--- src/hdl/skl_pkg.sv ---
package skl_pkg;

    localparam int DATA_WIDTH = 32;
    localparam int RANK_WIDTH = 6;
    localparam int COUNT_OUT_WIDTH = 6;

    typedef struct packed {
        logic signed [DATA_WIDTH-1:0] new_value;
        logic                         clear_first;
    } in_t;

    typedef struct packed {
        logic signed [DATA_WIDTH-1:0]  kth_value;
        logic [COUNT_OUT_WIDTH-1:0]    held_count;
        logic                          is_full;
    } out_t;

endpackage

--- src/hdl/stream_kth_largest_tracker_unit.sv ---
// Tracks the k largest signed values of a stream; k comes from cfg_wdata.
// Input channel in_valid/in_ready/in_data: one request per value, with a
// clear_first bit that empties the held set before the value is added.
// Output channel out_valid/out_ready/out_data: one result per request, giving
// the smallest held value, the number held and a full flag, in request order.
// cfg_we writes rank_k (0 acts as 1, above MAX_RANK acts as MAX_RANK); write
// it only while no request is in flight.
// An accepted request waits in the queue and its result is registered in the
// output register as it leaves the queue. Throughput: one request per cycle
// while results are taken; every held cell compares against the new value in
// parallel and the sorted row shifts in the same cycle.
// A two-entry queue sits between the input side and the cell row, and the
// result sits in an output register, so a stalled receiver holds the row
// while the queue still takes up to two more requests.
// Reset clears the held count, the queue and the output valid; rank_k returns
// to 1. Held values are not cleared.
module stream_kth_largest_tracker_unit #(
    parameter int MAX_RANK = 32
) (
    input  logic                           clk,
    input  logic                           rst_n,
    input  logic                           in_valid,
    output logic                           in_ready,
    input  skl_pkg::in_t                   in_data,
    output logic                           out_valid,
    input  logic                           out_ready,
    output skl_pkg::out_t                  out_data,
    input  logic                           cfg_we,
    input  logic [skl_pkg::RANK_WIDTH-1:0] cfg_wdata
);

    localparam int CNT_W = $clog2(MAX_RANK + 1);

    logic [skl_pkg::RANK_WIDTH-1:0] rank_k_reg;
    logic [skl_pkg::RANK_WIDTH-1:0] rank_k_next;
    logic                           head_valid;
    skl_pkg::in_t                   head_data;
    logic [CNT_W-1:0]               head_k;
    logic                           pop;

    assign rank_k_next = cfg_we ? cfg_wdata : rank_k_reg;

    always_ff @(posedge clk or negedge rst_n)
    begin
        if (!rst_n)
        begin
            rank_k_reg <= skl_pkg::RANK_WIDTH'(1);
        end
        else
        begin
            rank_k_reg <= rank_k_next;
        end
    end

    skl_front #(
        .CNT_W (CNT_W)
    ) u_front (
        .clk        (clk),
        .rst_n      (rst_n),
        .in_valid   (in_valid),
        .in_ready   (in_ready),
        .in_data    (in_data),
        .rank_k     (rank_k_reg),
        .max_rank   (CNT_W'(MAX_RANK)),
        .pop        (pop),
        .head_valid (head_valid),
        .head_data  (head_data),
        .head_k     (head_k)
    );

    skl_back #(
        .MAX_RANK (MAX_RANK),
        .CNT_W    (CNT_W)
    ) u_back (
        .clk        (clk),
        .rst_n      (rst_n),
        .head_valid (head_valid),
        .head_data  (head_data),
        .head_k     (head_k),
        .pop        (pop),
        .out_valid  (out_valid),
        .out_ready  (out_ready),
        .out_data   (out_data)
    );

endmodule

--- src/hdl/skl_front.sv ---
module skl_front #(
    parameter int CNT_W = 6
) (
    input  logic                              clk,
    input  logic                              rst_n,
    input  logic                              in_valid,
    output logic                              in_ready,
    input  skl_pkg::in_t                      in_data,
    input  logic [skl_pkg::RANK_WIDTH-1:0]    rank_k,
    input  logic [CNT_W-1:0]                  max_rank,
    input  logic                              pop,
    output logic                              head_valid,
    output skl_pkg::in_t                      head_data,
    output logic [CNT_W-1:0]                  head_k
);

    localparam int RW = skl_pkg::RANK_WIDTH;
    localparam int WIDE = (CNT_W > RW) ? CNT_W : RW;

    skl_pkg::in_t      data_mem [2];
    logic [CNT_W-1:0]  k_mem [2];
    logic              wr_ptr_reg;
    logic              wr_ptr_next;
    logic              rd_ptr_reg;
    logic              rd_ptr_next;
    logic [1:0]        level_reg;
    logic [1:0]        level_next;
    logic              push;
    logic [CNT_W-1:0]  k_eff;
    logic [WIDE-1:0]   rank_wide;
    logic [WIDE-1:0]   max_wide;

    // clamp k to 1..MAX_RANK at acceptance
    assign rank_wide = WIDE'(rank_k);
    assign max_wide  = WIDE'(max_rank);

    always_comb
    begin
        if (rank_k == '0)
        begin
            k_eff = CNT_W'(1);
        end
        else if (rank_wide > max_wide)
        begin
            k_eff = max_rank;
        end
        else
        begin
            k_eff = CNT_W'(rank_wide);
        end
    end

    assign in_ready   = (level_reg != 2'd2);
    assign push       = in_valid && in_ready;
    assign head_valid = (level_reg != 2'd0);
    assign head_data  = data_mem[rd_ptr_reg];
    assign head_k     = k_mem[rd_ptr_reg];

    always_comb
    begin
        wr_ptr_next = push ? ~wr_ptr_reg : wr_ptr_reg;
        rd_ptr_next = pop ? ~rd_ptr_reg : rd_ptr_reg;
        level_next  = level_reg;
        if (push && !pop)
        begin
            level_next = level_reg + 2'd1;
        end
        else if (pop && !push)
        begin
            level_next = level_reg - 2'd1;
        end
    end

    always_ff @(posedge clk or negedge rst_n)
    begin
        if (!rst_n)
        begin
            wr_ptr_reg <= 1'b0;
            rd_ptr_reg <= 1'b0;
            level_reg  <= 2'd0;
        end
        else
        begin
            wr_ptr_reg <= wr_ptr_next;
            rd_ptr_reg <= rd_ptr_next;
            level_reg  <= level_next;
        end
    end

    always_ff @(posedge clk)
    begin
        if (push)
        begin
            data_mem[wr_ptr_reg] <= in_data;
            k_mem[wr_ptr_reg]    <= k_eff;
        end
    end

`ifndef SYNTHESIS
    a_level_max: assert property (@(posedge clk) disable iff (!rst_n)
        level_reg != 2'd3)
        else $error("queue level out of range");
    a_pop_nonempty: assert property (@(posedge clk) disable iff (!rst_n)
        pop |-> head_valid)
        else $error("pop from empty queue");
    a_k_nonzero: assert property (@(posedge clk) disable iff (!rst_n)
        head_valid |-> (head_k != '0))
        else $error("queued k is zero");
`endif

endmodule

--- src/hdl/skl_back.sv ---
module skl_back #(
    parameter int MAX_RANK = 32,
    parameter int CNT_W    = 6
) (
    input  logic               clk,
    input  logic               rst_n,
    input  logic               head_valid,
    input  skl_pkg::in_t       head_data,
    input  logic [CNT_W-1:0]   head_k,
    output logic               pop,
    output logic               out_valid,
    input  logic               out_ready,
    output skl_pkg::out_t      out_data
);

    localparam int DW = skl_pkg::DATA_WIDTH;
    localparam int OW = skl_pkg::COUNT_OUT_WIDTH;

    logic signed [DW-1:0]  held_reg  [MAX_RANK];
    logic signed [DW-1:0]  held_next [MAX_RANK];
    logic [MAX_RANK:0]     lt;
    logic [CNT_W-1:0]      count_reg;
    logic [CNT_W-1:0]      count_next;
    logic [CNT_W-1:0]      cnt_eff;
    logic                  drop;
    logic                  skip;
    logic                  out_valid_reg;
    logic                  out_valid_next;
    skl_pkg::out_t         out_reg;
    logic [CNT_W+OW-1:0]   count_wide;
    logic signed [DW-1:0]  v;

    assign pop     = head_valid && (!out_valid_reg || out_ready);
    assign v       = head_data.new_value;
    assign cnt_eff = head_data.clear_first ? '0 : count_reg;
    assign drop    = (cnt_eff >= head_k);
    assign skip    = drop && (v <= held_reg[0]);

    // per-cell compare: held entry below the new value
    always_comb
    begin
        lt = '0;
        for (int i = 0; i < MAX_RANK; i++)
        begin
            lt[i] = (i < int'(cnt_eff)) && (held_reg[i] < v);
        end
    end

    always_comb
    begin
        for (int i = 0; i < MAX_RANK; i++)
        begin
            held_next[i] = held_reg[i];
            if (!skip)
            begin
                if (drop)
                begin
                    if (lt[i+1])
                    begin
                        held_next[i] = held_reg[(i+1) % MAX_RANK];
                    end
                    else if (lt[i])
                    begin
                        held_next[i] = v;
                    end
                end
                else if (!lt[i])
                begin
                    if (i == 0)
                    begin
                        held_next[i] = v;
                    end
                    else if (lt[(i+MAX_RANK-1) % MAX_RANK])
                    begin
                        held_next[i] = v;
                    end
                    else
                    begin
                        held_next[i] = held_reg[(i+MAX_RANK-1) % MAX_RANK];
                    end
                end
            end
        end
    end

    assign count_next     = (skip || drop) ? cnt_eff : cnt_eff + CNT_W'(1);
    assign count_wide     = {{OW{1'b0}}, count_next};
    assign out_valid_next = pop ? 1'b1 : (out_ready ? 1'b0 : out_valid_reg);

    always_ff @(posedge clk or negedge rst_n)
    begin
        if (!rst_n)
        begin
            count_reg     <= '0;
            out_valid_reg <= 1'b0;
        end
        else
        begin
            out_valid_reg <= out_valid_next;
            if (pop)
            begin
                count_reg <= count_next;
            end
        end
    end

    always_ff @(posedge clk)
    begin
        if (pop)
        begin
            for (int i = 0; i < MAX_RANK; i++)
            begin
                held_reg[i] <= held_next[i];
            end
            out_reg.kth_value  <= held_next[0];
            out_reg.held_count <= count_wide[OW-1:0];
            out_reg.is_full    <= (count_next >= head_k);
        end
    end

    assign out_valid = out_valid_reg;
    assign out_data  = out_reg;

`ifndef SYNTHESIS
    a_count_max: assert property (@(posedge clk) disable iff (!rst_n)
        int'(count_reg) <= MAX_RANK)
        else $error("held count above capacity");
    a_count_grows: assert property (@(posedge clk) disable iff (!rst_n)
        (pop && !head_data.clear_first) |=> (count_reg >= $past(count_reg)))
        else $error("held count shrank without clear");
    a_clear_one: assert property (@(posedge clk) disable iff (!rst_n)
        (pop && head_data.clear_first) |=> (count_reg == CNT_W'(1)))
        else $error("clear did not leave one value");
    a_pop_result: assert property (@(posedge clk) disable iff (!rst_n)
        pop |=> out_valid_reg)
        else $error("request popped without result");
`endif

endmodule
--- config.mk ---
export PLATFORM = sky130hd
export DESIGN_NAME = stream_kth_largest_tracker_unit
export DESIGN_NICKNAME = d
export VERILOG_FILES = /design/src/hdl/skl_pkg.sv /design/src/hdl/stream_kth_largest_tracker_unit.sv /design/src/hdl/skl_front.sv /design/src/hdl/skl_back.sv
export SDC_FILE = /design/constraint.sdc
export NUM_CORES = 2
export LEC_CHECK = 0
export ABC_AREA = 1
export ABC_CLOCK_PERIOD_IN_PS = 43300
export BUFFER_PORTS_ARGS = -buffer_cell sky130_fd_sc_hd__buf_2
export CELL_PAD_IN_SITES_DETAIL_PLACEMENT = 2
export CELL_PAD_IN_SITES_GLOBAL_PLACEMENT = 2
export CORE_ASPECT_RATIO = 1.5
export CORE_MARGIN = 2
export CORE_UTILIZATION = 42
export DETAILED_ROUTE_END_ITERATION = 6
export PLACE_DENSITY = 0.88
export SYNTH_ARGS = -nofsm -noshare
export SYNTH_HDL_FRONTEND = slang
export SYNTH_HIERARCHICAL = 1
export SYNTH_SLANG_ARGS = --single-unit
--- constraint.sdc ---
create_clock -name clk -period 43.3 [get_ports clk]
set_input_delay 2.165 -clock clk [delete_from_list [all_inputs] [get_ports clk]]
set_output_delay 2.165 -clock clk [all_outputs]
set_load 0.05 [all_outputs]
# After elaboration in Yosys (flattened, before gate mapping)
# Memory sizes are Yosys's and may differ from the RTL's.
# Index checks and enable logic that the tools add are counted.
[classes]
bitwise = 2
div_mod_pow = 0
n_eq_ne = 1
muxes = 140
n_shift = 0
n_reduce_logical = 46
magnitude_cmp = 68
mul = 0
n_addsub = 3
[ops]
columns = ["cell", "n"]
rows = [
  ["$mux 32", 128],
  ["$lt 32x32->1", 32],
  ["$lt 5x6->1 const A", 16],
  ["$lt 4x6->1 const A", 8],
  ["$logic_and 1x1->1", 37],
  ["$le 32x32->1", 1],
  ["$lt 3x6->1 const A", 4],
  ["$mux 6", 4],
  ["$ge 6x6->1", 2],
  ["$lt 1x6->1 const A", 2],
  ["$lt 2x6->1 const A", 2],
  ["$add 6x1->6 const B", 1],
  ["$gt 6x6->1 const B", 1],
  ["$logic_not 6->1", 1],
  ["$mux 1", 6],
  ["$reduce_bool 2->1", 3],
  ["$mux 2", 2],
  ["$logic_not 1->1", 3],
  ["$add 2x1->2 const B", 1],
  ["$logic_or 1x1->1", 2],
  ["$ne 2x2->1 const B", 1],
  ["$not 1->1", 2],
  ["$sub 2x1->2 const B", 1],
]
[totals]
inputBits = 44
n_memories = 3
latch_bits = 0
ram_bits = 1102
mem_bits_ro = 0
reg_bits = 56
word_cells = 272
[mem_list]
columns = ["memory", "words", "width", "read_ports", "rd_ports_with_merged_regs", "write_ports", "line_no", "source"]
rows = [
  ["u_back.held_reg", 32, 32, 32, 0, 32, "skl_back.sv:19", "logic signed [DW-1:0] held_reg [MAX_RANK];"],
  ["u_front.data_mem", 2, 33, 1, 0, 1, "skl_front.sv:20", "skl_pkg::in_t data_mem [2];"],
  ["u_front.k_mem", 2, 6, 1, 0, 1, "skl_front.sv:21", "logic [CNT_W-1:0] k_mem [2];"],
]

# Depth between registers and ports, before layout
# An unclocked memory read counts as a cell.
[logic_depth]
ltp_word = 8
mapped_depth = 24
depth_no_buf = 19

# Cells and area by module
# Netlist, hierarchy kept.
[by_module_without_submodules]
columns = ["mod", "seq_area_each_um2", "cells_per_inst", "area_each_um2", "instances"]
rows = [
  ["skl_back", 31134.9, 12632, 94172.8, 1],
  ["skl_front", 2442.3, 200, 3330.7, 1],
  ["stream_kth_largest_tracker_unit", 151.4, 27, 230.2, 1],
]

# Worst setup path after synthesis
# No wires, ideal clock.
[synth_timing]
kind = "flip-flop to flip-flop"
from = "register, netlist name u_front/rd_ptr_reg"
to = "memory u_back/held_reg[0][100] (netlist bit), enable pin"
slack_ns = 20.106
arrival_time_ns = 21.897
path_stages_with_launch = 18
required_ns = 42.003
period_less_slack_ns = 23.194
cell_sequence = "dfrtp_1 > buf_2 > mux2_1 > clkbuf_1 > clkbuf_1 > inv_1 > ha_1 > nand2_1 > nor2_1 > nand2_1 > nor4_1 > nand2_1 > nand3_1 > clkbuf_1 > nand3_1 > nand2_1 > nand2_1 > inv_1"
[synth_lines]
columns = ["element", "line_no"]
rows = [
  ["end, declared", "skl_back.sv:19"],
]

==> impl_metrics.yaml <==
final_layout:
  drive_gt1_share_pct: 10.9
  syn2layout_area_growth_pct: 6.88
  largest_reg_flops: 992
  nNetsFinal: 13400
  fin_util_pct: 45.2
clocking:
  cts_hold_buf: 0
  cts_buffer_depth: 4
  cts_tree: "built"
  ctsResizeCount: 0
  cts_buffers: 146
  root_buffer: "clkbuf_16"
  clock-sinks: 1126
  clkTransAtPathRegs_ns: 0.07
  postCtsSetupBuffers: 0
  clk_latency_ns: 0.88
  h-tree-depth: 4
timing:
  finalCriticalPeriod_ns: 10.10
  period_share_pct: 23.3
  fin_skew_ns: 0.0627
  rsz0062_at_grt: "no"
  max_freq_mhz: 99.0
  worstMarginPinSlew_ns: 1.35
  relSlewSlack_pct: 10.1
  timing.final.ws_setup_ns: 33.20
  setup_tns_ns: 0
  finalHoldViolations: 0
  holdWs_ns: 0.497
  setup_viol: 0
  slew_viol_final: 0
placed_design:
  io_buffers: 84
  hpwl_um: 319000
  place_congestion: 0.940
  place_ws_ns: 33.90
hold_path:
  hp-class: "reg2reg"
logic_synthesis:
  ys_warn_count: 6
  postSynthAreaPerCell_um2: 7.60
  synth_seq_area_share_pct: 34.5
  synthArstFlopShare_pct: 1.51
  synthCells: 12900
  synth_area_um2: 97700
  ys_types: 44
  synth_edf_count: 1109
  ys_ff_latch: 1126
  synthFlopType: "edfxtp_1"
worst_setup_path:
  cp_cell_sequence: "mux2_2, buf_4, inv_2, ha_1, nand2_1, nor2_1, nand2_1, nor4_1, nand2_1, nand3_1, buf_4, nand3_1, nand2_1, nand2_1, inv_8, buf_4, buf_4, buf_4, buf_4"
  timing.critical_path.mode_cell: "buf_4"
  start_kind: "flop"
  endpoint_kind: "flop"
  crit_type: "reg2reg"
  crit_arrival_ns: 10.57
  crit_family: "buffers and inverters"
  worst-path-buf-inv: 8
  cp_data_required_time_ns: 43.77
  rrSetupSlack_ns: 33.20
  slowest_stage: "buf_4"
  critPathMaxFanout: 91
  max_stage_delay_ns: 1.03
detailed_routing:
  wl_um: 539000
  viasPerCell: 7.14
  drtPass1Iterations: 6
  num_vias: 111000
  drt_iter0_markers: 11000
  route.detailed.drc: 0
  wl_per_cell_um: 34.7
  ant_nets: 0
global_route:
  grt_max_degree: 178
  grt_pass1_wl_um: 809000
  grtUsageTotal_pct: 44.4
  grt_pass1_vias: 125000
  grt_antenna_before_repair: 13
  grt.overflow.total: 0
status:
  status: "finished clean"
die:
  dieHeight_um: 595
  die_area_um2: 237000
  chipWidth_um: 398
  core_um2: 231000
  fp-row-count: 216
  start_util_pct: 42.3
  io_pins: 85
run:
  maxCapViolations: 0
-- layer usage --
metal | up-vias | GRT usage [%] | routed length, um
li1 | 44800 | - | -
met1 | 55100 | 44.8 | 176000
met2 | 7206 | 74.0 | 257000
met3 | 3541 | 10.3 | 43300
met4 | 0 | 43.6 | 62700
met5 | - | 0 | 0
-- layout by cell type (no fill, tap or decap), types with 257 or more instances in the layout --
cell type  count
or2_2        673
or2_1        257
edfxtp_1    1109
a21oi_1      482
nand4_1     1099
nand2_1     3068
inv_1        347
nand3_1     3096
ha_1        1014
nor2_1       270
-- worst paths after layout --
path,cells past startpoint,startpoint,to
setup / recovery,19,u_front/rd_ptr_reg,u_back/held_reg[1][288]
hold / removal,1,u_front/level_reg[0],u_front/level_reg[0]
setup reg to reg,19,u_front/rd_ptr_reg,u_back/held_reg[1][288]
hold reg to reg,1,u_front/level_reg[0],u_front/level_reg[0]
max in group asynchronous,1,rst_n,u_front/rd_ptr_reg
min in group asynchronous,1,rst_n,rank_k_reg[3]
-- synth_stat cells (2+ instances only) --
cell type | number | area, um^2
mux2_2 | 31 | 349
conb_1 | 2 | 7.51
ha_1 | 1014 | 12700
o211ai_1 | 11 | 82.6
a21oi_4 | 3 | 48.8
nor2_2 | 2 | 12.5
nor3_1 | 51 | 255
nor4_1 | 5 | 31.3
buf_2 | 169 | 846
nand2_1 | 3070 | 11500
dfrtp_1 | 16 | 400
nor2_1 | 273 | 1020
or2_1 | 257 | 1610
nor3_2 | 2 | 20.0
nand4_1 | 1099 | 6880
nand2_2 | 6 | 37.5
buf_1 | 76 | 285
buf_4 | 68 | 510
or2_2 | 673 | 4210
a21oi_2 | 7 | 61.3
xor2_1 | 7 | 61.3
o21ai_1 | 13 | 65.1
o21ai_0 | 131 | 656
nand3b_1 | 9 | 67.6
a31oi_1 | 9 | 56.3
o21a_1 | 30 | 225
nor2_4 | 4 | 45.0
clkbuf_1 | 678 | 2540
inv_1 | 379 | 1420
inv_2 | 25 | 93.8
nand3_2 | 6 | 60.1
a21oi_1 | 483 | 2420
edfxtp_1 | 1109 | 33300
mux2_1 | 8 | 90.1
nand3_1 | 3123 | 15600
buf_6 | 2 | 22.5
-- cell families after synthesis --
kind of cell | share of synthesized area (%)
xor+xnor | 0.0717
flops | 34.5
other cells | 0.00768
compound gates | 3.74
buf+inv | 5.86
mux | 0.449
fa+ha+maj | 13.0
simple gates | 42.4
-- stage by stage --
stage	instance area, um^2	std cells
floorplan	97800	12900
global placement	99900	15300
detailed placement	99900	15300
CTS	104000	15500
global route	104000	15500
finish	104000	15500
-- final cells by class --
cell class | instances | area [um^2]
Multi-Input combinational cell | 10300 | 58500
Clock inverter | 64 | 549
Inverter | 405 | 1540
Timing Repair Buffer | 329 | 2310
Clock buffer | 183 | 3950
Sequential cell | 1126 | 33700
Fill cell | 25600 | 127000
Antenna cell | 17 | 42.5
Tap cell | 3052 | 3820
Power is not shown: default switching activity piles up to over one toggle a cycle in this logic, so the estimate is an artifact.
